===== config.mk =====
export PLATFORM = sky130hd
export DESIGN_NAME = modbus_tcp_request_framer
export DESIGN_NICKNAME = d
export VERILOG_FILES = /design/src/design/mtrf_pkg.sv /design/src/design/modbus_tcp_request_framer.sv /design/src/design/mtrf_front.sv /design/src/design/mtrf_fifo.sv /design/src/design/mtrf_back.sv
export VERILOG_INCLUDE_DIRS = /design/src /design/src/design
export SDC_FILE = /design/constraint.sdc
export NUM_CORES = 1
export LEC_CHECK = 0
export BUFFER_PORTS_ARGS = -buffer_cell sky130_fd_sc_hd__buf_2
export CORE_MARGIN = 2
export CORE_UTILIZATION = 55
export CTS_BUF_LIST = sky130_fd_sc_hd__clkbuf_8
export CTS_CLUSTER_SIZE = 40
export DETAILED_ROUTE_END_ITERATION = 8
export PLACE_DENSITY = 0.75
export SYNTH_ARGS = -nofsm -noshare
export SYNTH_HDL_FRONTEND = slang
export SYNTH_SLANG_ARGS = --single-unit

===== constraint.sdc =====
create_clock -name aclk -period 8.5 [get_ports aclk]
set_input_delay 1.7 -clock aclk [delete_from_list [all_inputs] [get_ports aclk]]
set_output_delay 1.7 -clock aclk [all_outputs]
set_load 0.05 [all_outputs]

===== src/design/modbus_tcp_request_framer_defines.svh =====
// assertion macros for the modbus/tcp request framer
`ifndef MODBUS_TCP_REQUEST_FRAMER_DEFINES_SVH
`define MODBUS_TCP_REQUEST_FRAMER_DEFINES_SVH

// same-cycle implication, checked out of reset
`define MTRF_ASSERT_NOW(label, ante, cons) \
    label: assert property (@(posedge aclk) disable iff (!aresetn) (ante) |-> (cons)) \
        else $error("mtrf check failed");

// next-cycle implication, checked out of reset
`define MTRF_ASSERT_NEXT(label, ante, cons) \
    label: assert property (@(posedge aclk) disable iff (!aresetn) (ante) |=> (cons)) \
        else $error("mtrf check failed");

`endif


===== src/design/mtrf_pkg.sv =====
// shared types and constants of the modbus/tcp request framer
`default_nettype none

package mtrf_pkg;

    localparam int FRAME_MAX = 13;
    localparam int NB_W      = 4;
    localparam int QDEPTH    = 2;
    localparam int PTR_W     = (QDEPTH > 1) ? $clog2(QDEPTH) : 1;
    localparam int CNT_W     = $clog2(QDEPTH + 1);

    localparam logic CMD_START = 1'b0;
    localparam logic CMD_DATA  = 1'b1;

    localparam logic [7:0] FC_READ_COILS  = 8'd1;
    localparam logic [7:0] FC_READ_INPUTS = 8'd2;
    localparam logic [7:0] FC_WRITE_COIL  = 8'd5;
    localparam logic [7:0] FC_WRITE_REG   = 8'd6;
    localparam logic [7:0] FC_WRITE_COILS = 8'd15;
    localparam logic [7:0] FC_WRITE_REGS  = 8'd16;

    localparam logic [15:0] COIL_LIMIT     = 16'd2040;
    localparam logic [15:0] COIL_ON        = 16'hFF00;
    localparam logic [15:0] LEN_SHORT      = 16'd6;
    localparam logic [15:0] LEN_MULTI_BASE = 16'd7;
    localparam logic [7:0]  UNIT_ID_RESET  = 8'd1;
    localparam logic [15:0] TID_RESET      = 16'd1;

    localparam logic [NB_W-1:0] NB_SHORT  = NB_W'(12);
    localparam logic [NB_W-1:0] NB_MULTI  = NB_W'(13);
    localparam logic [NB_W-1:0] NB_ONE    = NB_W'(1);
    localparam logic [NB_W-1:0] NB_TWO    = NB_W'(2);

    typedef struct packed {
        logic [FRAME_MAX-1:0][7:0] frame_bytes;
        logic [NB_W-1:0]           num_bytes;
        logic                      last_flag;
        logic                      status;
    } job_t;

endpackage

`default_nettype wire


===== src/design/modbus_tcp_request_framer.sv =====
// the first byte of an item's result passes through the job queue, then the output register
// throughput: one byte per cycle from the back end while m_ready is high; a start item gives
// 12 or 13 bytes (1 when rejected), a register data item 2, a coil data item 1 per packed byte
// the two-entry job queue lets the front take items while the back end serializes
// reset: unit id 1, transaction id 1, no write open, queue and output empty
`default_nettype none

`include "modbus_tcp_request_framer_defines.svh"

module modbus_tcp_request_framer (
    input  wire logic         aclk,
    input  wire logic         aresetn,
    input  wire logic         cfg_wr_en,
    input  wire logic [7:0]   cfg_wr_data,
    input  wire logic         s_valid,
    output logic              s_ready,
    input  wire logic         s_cmd,
    input  wire logic [7:0]   s_function_code,
    input  wire logic [15:0]  s_address,
    input  wire logic [15:0]  s_quantity,
    input  wire logic [15:0]  s_value,
    output logic              m_valid,
    input  wire logic         m_ready,
    output logic [7:0]        m_out_byte,
    output logic              m_last,
    output logic              m_status
);

    logic           s_accept;
    logic           job_valid;
    mtrf_pkg::job_t job;
    mtrf_pkg::job_t head;
    logic           q_push;
    logic           q_pop;
    logic           q_full;
    logic           q_empty;

    assign s_ready  = !q_full;
    assign s_accept = s_valid && s_ready;
    assign q_push   = s_accept && job_valid;

    mtrf_front u_front (
        .aclk            (aclk),
        .aresetn         (aresetn),
        .cfg_wr_en       (cfg_wr_en),
        .cfg_wr_data     (cfg_wr_data),
        .s_accept        (s_accept),
        .s_cmd           (s_cmd),
        .s_function_code (s_function_code),
        .s_address       (s_address),
        .s_quantity      (s_quantity),
        .s_value         (s_value),
        .job_valid       (job_valid),
        .job             (job)
    );

    mtrf_fifo u_fifo (
        .aclk    (aclk),
        .aresetn (aresetn),
        .push    (q_push),
        .wr_data (job),
        .pop     (q_pop),
        .rd_data (head),
        .full    (q_full),
        .empty   (q_empty)
    );

    mtrf_back u_back (
        .aclk       (aclk),
        .aresetn    (aresetn),
        .head       (head),
        .q_empty    (q_empty),
        .q_pop      (q_pop),
        .m_valid    (m_valid),
        .m_ready    (m_ready),
        .m_out_byte (m_out_byte),
        .m_last     (m_last),
        .m_status   (m_status)
    );

    `MTRF_ASSERT_NOW(a_reject_form, m_valid && m_status, m_last && (m_out_byte == 8'd0))
    `MTRF_ASSERT_NOW(a_no_pop_empty, q_pop, !q_empty)
    `MTRF_ASSERT_NEXT(a_push_fills, q_push && !q_pop, !q_empty)

endmodule

`default_nettype wire


===== src/design/mtrf_front.sv =====
// front end: accepts items, tracks open writes and builds byte jobs
`default_nettype none

module mtrf_front (
    input  wire logic          aclk,
    input  wire logic          aresetn,
    input  wire logic          cfg_wr_en,
    input  wire logic [7:0]    cfg_wr_data,
    input  wire logic          s_accept,
    input  wire logic          s_cmd,
    input  wire logic [7:0]    s_function_code,
    input  wire logic [15:0]   s_address,
    input  wire logic [15:0]   s_quantity,
    input  wire logic [15:0]   s_value,
    output logic               job_valid,
    output mtrf_pkg::job_t     job
);

    typedef enum logic [1:0] {
        OPEN_NONE  = 2'd0,
        OPEN_REGS  = 2'd1,
        OPEN_COILS = 2'd2
    } open_kind_t;

    open_kind_t  open_kind_reg, open_kind_next;
    logic [15:0] tid_reg, tid_next;
    logic [15:0] remaining_reg, remaining_next;
    logic [7:0]  coil_acc_reg, coil_acc_next;
    logic [2:0]  coil_pos_reg, coil_pos_next;
    logic [7:0]  unit_id_reg;

    logic        is_multi;
    logic        is_reject;
    logic [16:0] q_plus7;
    logic [15:0] byte_cnt;
    logic [15:0] len;
    logic [15:0] word;
    logic [15:0] rem_dec;
    logic [7:0]  acc_new;

    always_comb begin
        is_multi  = (s_function_code == mtrf_pkg::FC_WRITE_COILS) ||
                    (s_function_code == mtrf_pkg::FC_WRITE_REGS);
        is_reject = ((s_function_code == mtrf_pkg::FC_READ_COILS) ||
                     (s_function_code == mtrf_pkg::FC_READ_INPUTS)) &&
                    (s_quantity > mtrf_pkg::COIL_LIMIT);
        q_plus7   = {1'b0, s_quantity} + 17'd7;
        byte_cnt  = (s_function_code == mtrf_pkg::FC_WRITE_REGS) ?
                    {s_quantity[14:0], 1'b0} : {2'b00, q_plus7[16:3]};
        rem_dec   = remaining_reg - 16'd1;
        acc_new   = coil_acc_reg | (8'(s_value[0]) << coil_pos_reg);

        if (s_function_code == mtrf_pkg::FC_WRITE_COIL) begin
            word = s_value[0] ? mtrf_pkg::COIL_ON : 16'd0;
            len  = mtrf_pkg::LEN_SHORT;
        end else if (s_function_code == mtrf_pkg::FC_WRITE_REG) begin
            word = s_value;
            len  = mtrf_pkg::LEN_SHORT;
        end else if (is_multi) begin
            word = s_quantity;
            len  = mtrf_pkg::LEN_MULTI_BASE + byte_cnt;
        end else begin
            word = s_quantity;
            len  = mtrf_pkg::LEN_SHORT;
        end

        job            = '0;
        job_valid      = 1'b0;
        open_kind_next = open_kind_reg;
        tid_next       = tid_reg;
        remaining_next = remaining_reg;
        coil_acc_next  = coil_acc_reg;
        coil_pos_next  = coil_pos_reg;

        if (s_cmd == mtrf_pkg::CMD_START) begin
            open_kind_next = OPEN_NONE;
            remaining_next = 16'd0;
            coil_acc_next  = 8'd0;
            coil_pos_next  = 3'd0;
            job_valid      = 1'b1;
            if (is_reject) begin
                job.num_bytes = mtrf_pkg::NB_ONE;
                job.last_flag = 1'b1;
                job.status    = 1'b1;
            end else begin
                tid_next            = tid_reg + 16'd1;
                job.frame_bytes[0]  = tid_reg[15:8];
                job.frame_bytes[1]  = tid_reg[7:0];
                job.frame_bytes[4]  = len[15:8];
                job.frame_bytes[5]  = len[7:0];
                job.frame_bytes[6]  = unit_id_reg;
                job.frame_bytes[7]  = s_function_code;
                job.frame_bytes[8]  = s_address[15:8];
                job.frame_bytes[9]  = s_address[7:0];
                job.frame_bytes[10] = word[15:8];
                job.frame_bytes[11] = word[7:0];
                job.frame_bytes[12] = byte_cnt[7:0];
                job.num_bytes       = is_multi ? mtrf_pkg::NB_MULTI : mtrf_pkg::NB_SHORT;
                job.last_flag       = !(is_multi && (s_quantity != 16'd0));
                if (is_multi && (s_quantity != 16'd0)) begin
                    open_kind_next = (s_function_code == mtrf_pkg::FC_WRITE_REGS) ?
                                     OPEN_REGS : OPEN_COILS;
                    remaining_next = s_quantity;
                end
            end
        end else if ((open_kind_reg != OPEN_NONE) && (remaining_reg != 16'd0)) begin
            remaining_next = rem_dec;
            if (open_kind_reg == OPEN_REGS) begin
                job_valid          = 1'b1;
                job.frame_bytes[0] = s_value[15:8];
                job.frame_bytes[1] = s_value[7:0];
                job.num_bytes      = mtrf_pkg::NB_TWO;
                job.last_flag      = (rem_dec == 16'd0);
            end else if ((coil_pos_reg == 3'd7) || (rem_dec == 16'd0)) begin
                job_valid          = 1'b1;
                job.frame_bytes[0] = acc_new;
                job.num_bytes      = mtrf_pkg::NB_ONE;
                job.last_flag      = (rem_dec == 16'd0);
                coil_acc_next      = 8'd0;
                coil_pos_next      = 3'd0;
            end else begin
                coil_acc_next = acc_new;
                coil_pos_next = coil_pos_reg + 3'd1;
            end
            if (rem_dec == 16'd0) begin
                open_kind_next = OPEN_NONE;
                coil_acc_next  = 8'd0;
                coil_pos_next  = 3'd0;
            end
        end
    end

    always_ff @(posedge aclk) begin
        if (!aresetn) begin
            open_kind_reg <= OPEN_NONE;
            tid_reg       <= mtrf_pkg::TID_RESET;
            remaining_reg <= 16'd0;
            coil_acc_reg  <= 8'd0;
            coil_pos_reg  <= 3'd0;
            unit_id_reg   <= mtrf_pkg::UNIT_ID_RESET;
        end else begin
            if (cfg_wr_en) begin
                unit_id_reg <= cfg_wr_data;
            end
            if (s_accept) begin
                open_kind_reg <= open_kind_next;
                tid_reg       <= tid_next;
                remaining_reg <= remaining_next;
                coil_acc_reg  <= coil_acc_next;
                coil_pos_reg  <= coil_pos_next;
            end
        end
    end

endmodule

`default_nettype wire


===== src/design/mtrf_fifo.sv =====
// small job queue between front and back end
`default_nettype none

module mtrf_fifo (
    input  wire logic           aclk,
    input  wire logic           aresetn,
    input  wire logic           push,
    input  wire mtrf_pkg::job_t wr_data,
    input  wire logic           pop,
    output mtrf_pkg::job_t      rd_data,
    output logic                full,
    output logic                empty
);

    mtrf_pkg::job_t                   mem [mtrf_pkg::QDEPTH];
    logic [mtrf_pkg::PTR_W-1:0]       wr_ptr_reg, rd_ptr_reg;
    logic [mtrf_pkg::CNT_W-1:0]       count_reg;

    localparam logic [mtrf_pkg::PTR_W-1:0] PTR_LAST = mtrf_pkg::PTR_W'(mtrf_pkg::QDEPTH - 1);
    localparam logic [mtrf_pkg::PTR_W-1:0] PTR_ONE  = mtrf_pkg::PTR_W'(1);
    localparam logic [mtrf_pkg::CNT_W-1:0] CNT_FULL = mtrf_pkg::CNT_W'(mtrf_pkg::QDEPTH);
    localparam logic [mtrf_pkg::CNT_W-1:0] CNT_ONE  = mtrf_pkg::CNT_W'(1);

    assign full    = (count_reg == CNT_FULL);
    assign empty   = (count_reg == '0);
    assign rd_data = mem[rd_ptr_reg];

    always_ff @(posedge aclk) begin
        if (push) begin
            mem[wr_ptr_reg] <= wr_data;
        end
    end

    always_ff @(posedge aclk) begin
        if (!aresetn) begin
            wr_ptr_reg <= '0;
            rd_ptr_reg <= '0;
            count_reg  <= '0;
        end else begin
            if (push) begin
                wr_ptr_reg <= (wr_ptr_reg == PTR_LAST) ? '0 : wr_ptr_reg + PTR_ONE;
            end
            if (pop) begin
                rd_ptr_reg <= (rd_ptr_reg == PTR_LAST) ? '0 : rd_ptr_reg + PTR_ONE;
            end
            if (push && !pop) begin
                count_reg <= count_reg + CNT_ONE;
            end else if (pop && !push) begin
                count_reg <= count_reg - CNT_ONE;
            end
        end
    end

endmodule

`default_nettype wire


===== src/design/mtrf_back.sv =====
// back end: serializes queued jobs into registered output bytes
`default_nettype none

module mtrf_back (
    input  wire logic           aclk,
    input  wire logic           aresetn,
    input  wire mtrf_pkg::job_t head,
    input  wire logic           q_empty,
    output logic                q_pop,
    output logic                m_valid,
    input  wire logic           m_ready,
    output logic [7:0]          m_out_byte,
    output logic                m_last,
    output logic                m_status
);

    mtrf_pkg::job_t         cur_reg, cur_next;
    logic                   active_reg, active_next;
    logic [mtrf_pkg::NB_W-1:0] idx_reg, idx_next;
    logic                   m_valid_reg;
    logic [7:0]             out_byte_reg;
    logic                   last_reg;
    logic                   status_reg;

    mtrf_pkg::job_t         src;
    logic [mtrf_pkg::NB_W-1:0] src_idx;
    logic                   src_ok;
    logic                   advance;
    logic                   final_byte;

    always_comb begin
        src        = active_reg ? cur_reg : head;
        src_idx    = active_reg ? idx_reg : '0;
        src_ok     = active_reg || !q_empty;
        advance    = !m_valid_reg || m_ready;
        final_byte = (src_idx == (src.num_bytes - mtrf_pkg::NB_ONE));

        q_pop       = 1'b0;
        cur_next    = cur_reg;
        active_next = active_reg;
        idx_next    = idx_reg;
        if (advance && src_ok) begin
            if (active_reg) begin
                if (final_byte) begin
                    active_next = 1'b0;
                end else begin
                    idx_next = idx_reg + mtrf_pkg::NB_ONE;
                end
            end else begin
                q_pop = 1'b1;
                if (!final_byte) begin
                    cur_next    = head;
                    idx_next    = mtrf_pkg::NB_ONE;
                    active_next = 1'b1;
                end
            end
        end
    end

    always_ff @(posedge aclk) begin
        if (!aresetn) begin
            active_reg  <= 1'b0;
            m_valid_reg <= 1'b0;
        end else begin
            active_reg <= active_next;
            if (advance) begin
                m_valid_reg <= src_ok;
            end
        end
    end

    always_ff @(posedge aclk) begin
        cur_reg <= cur_next;
        idx_reg <= idx_next;
        if (advance) begin
            out_byte_reg <= src.frame_bytes[src_idx];
            last_reg     <= final_byte && src.last_flag;
            status_reg   <= src.status;
        end
    end

    assign m_valid    = m_valid_reg;
    assign m_out_byte = out_byte_reg;
    assign m_last     = last_reg;
    assign m_status   = status_reg;

endmodule

`default_nettype wire


==> results.md <==
* Status: completed
* Largest net degree at the start of global routing at 71
* GPL Wtd Cong at 0.950
* DR pass1 iterations at 5
* Crit start category: input pin
* Clock tree root driver cell: clkbuf_8
* Crit path kind: input pin to flip-flop
* Tot GR Track Use at 24.9%
* Register area share after synthesis at 62.8%
* Clock skew at 0.0249 ns
* Yosys reg bits at 353
* Pre-CTS WS at 2.89 ns
* Fill cells at 2199
* Worst min-delay path class: flip-flop to flip-flop
* Clock transition at the registers of the reported paths at 0.06 ns
* Buffer count from post-CTS setup fixing at 0
* DP HPWL at 25200 microns
* Largest family of logic cells by synthesized area: simple AND/OR/NAND/NOR gates
* Maximum clock path buffer count at 3
* Drc violations at 0
* Worst-Skew Late Latency at 0.59 ns
* Post-DR wirelength/cell at 21.5 microns
* Pwr/cell area at 298 nW/um^2
* Worst setup EP type: flip-flop
* Syn-to-layout area delta at 11.2%
* Adder-cell share of the synthesized area at 0.707%
* First-pass GRT wire length at 58100 microns
* Post-synthesis mux area share at 9.23%
* Complex-gate fraction of the synthesized area at 9.90%
* Crit-path max FO at 23
* Max FFs per register at 186
* Crit path DAT at 5.47 ns
* Largest area contributor in the netlist: edfxtp_1
* Yosys cell types at 75
* Die W at 174 microns
* DRT iter0 DRCs at 1105
* Max Fclk at 0.195 GHz
* Max cap viols at 0
* Ys async rst share at 0%
* Final setup TNS at 0 ns
* Simple logic cell fraction of the synthesized area at 12.7%
* Minimum clock period at 5.13 ns
* Final-report hold violation count at 0
* Post-CTS sizing at 0
* I/O Buffers at 81
* CTS sink cnt at 353
* Setup ws final at 3.37 ns
* IO Count at 82
* Hold buffers post-CTS at 0
* FF+latch area at 10000 sq um
* Top FF cell, synth: edfxtp_1
* Die height at 174 microns
* CTS tree: done
* Post-synth EDFFs at 293
* Slew headroom at 11.2%
* Core Area at 28600 sq um
* Share of the synthesized area in the top cell type at 55.3%
* YS warnings at 0
* Critical Path RT at 8.84 ns
* Leak at 6.22 nW
* Htree depth at 2
* Synthesized area per cell at 12.8 sq um
* Num rows at 62
* Post-Syn Nets at 1318
* Vias in the first global route at 10198
* GR Overflow Total at 0
* Syn Inst Count at 1239
* Final WL at 37600 microns
* Initial Utilization at 55.6%
* Die Area at 30300 sq um
* Share of post-route cells with drive strength above 1 at 21.5%
* Max-slew violation count at 0
* Most common cell in the netlist: edfxtp_1
* Synthesized area at 15900 sq um
* Antenna-violating nets left at 0
* Multi-input combinational cell area at 5600 sq um
* Worst Hold Depth at 2
* Xor/xnor cell area share of the yosys netlist at 2.48%
* RSZ-0062 raised after global routing: false
* Setup Viol. Count Final at 0
* Worst R2R Path Depth at 10
* Via count at 10464
* VDD IR max at 0.000278 V
* List of most frequent post-synthesis cells: 293 x edfxtp_1, 102 x mux2_2, 99 x nand2_1
* Layout Nets at 1396
* Tcrit/Tclk final at 60.4%
* Inserted Clock Buffers at 56
* Slew of the pin with the lowest slew margin at 1.32 ns
* Initial antenna violation count at 2
* Drt via density at 5.99
* Area contributors post-synth: edfxtp_1 55%, dfxtp_1 7.5%, mux2_2 7.2%
[routing by layer]
layer	vias up	GRT usage, %	routed length, microns
met5	-	0	13
met4	2	8.68	1150
met3	88	4.42	2820
met2	449	38.9	17200
met1	5058	35.4	16400
li1	4867	-	-
[worst paths after layout]
path	from	to	slack, ns
worst max-delay path	s_function_code[3]	u_fifo.mem[1][28]	3.37
worst min-delay path	u_front.coil_acc_reg[3]	u_front.coil_acc_reg[3]	0.46
worst min register to register	u_front.coil_acc_reg[3]	u_front.coil_acc_reg[3]	0.46
worst max register to register	u_front.remaining_reg[0]	u_fifo.mem[1][45]	3.40
[power by group]
part           switching, mW  total, mW  internal (mW)
logic                  0.860       1.30          0.436
registers              0.190       2.60           2.41
clock network          0.641       1.37          0.734
total                   1.69       5.27           3.58
[worst max-delay path, stage by stage]
cell      delay, ns
buf_2          0.15
nor4_1         1.11
nand2_1        0.85
a21boi_0       0.66
ha_1           0.27
nand2_1        0.15
nand3b_4       0.17
o31ai_1        0.08
a211oi_1       0.33
[kinds of logic (layout without fill, tap and decap cells)]
family                     Yosys count  after routing
AOI/OAI and AO/OA                  238            238
DFF                                353            353
and+or+nand+nor                    375            375
adders and majority gates            9              9
muxes                              134            134
other                                0              2
xor gates and xnor gates            45             45
buffers and inverters               85            207
[layout by cell type (no fill, tap or decap), types with 50 or more instances in the layout]
cell	netlist	layout
o21ai_0	56	56
dfxtp_1	60	59
mux2_2	102	102
nor2_1	64	63
buf_2	4	81
and2_1	51	50
nand2_1	99	99
clkbuf_8	0	66
a21oi_1	53	53
edfxtp_1	293	293
[cell type report]
class / count / area share (%)
Clock inverter: 36 / 0.997
Inverter: 14 / 0.297
Clock buffer: 66 / 5.13
Multi-Input combinational cell: 801 / 31.6
Tap cell: 384 / 2.71
Timing Repair Buffer: 91 / 2.71
Antenna cell: 2 / 0.0283
Sequential cell: 353 / 56.5
[through the flow]
step           util [%]  hold slack, ns  power (mW)  area (sq um)  instances
3_5_place_dp       58.0           0.449        3.92         16600       1643
2_1_floorplan         -           0.432        3.53         15900       1239
3_3_place_gp       58.0           0.441        3.89         16600       1643
6_report           61.8           0.464        5.27         17700       1747
4_1_cts            61.8           0.463        5.29         17700       1745
5_1_grt            61.8           0.482        5.49         17700       1745
No activity file was read; power rests on OpenSTA's default activity.
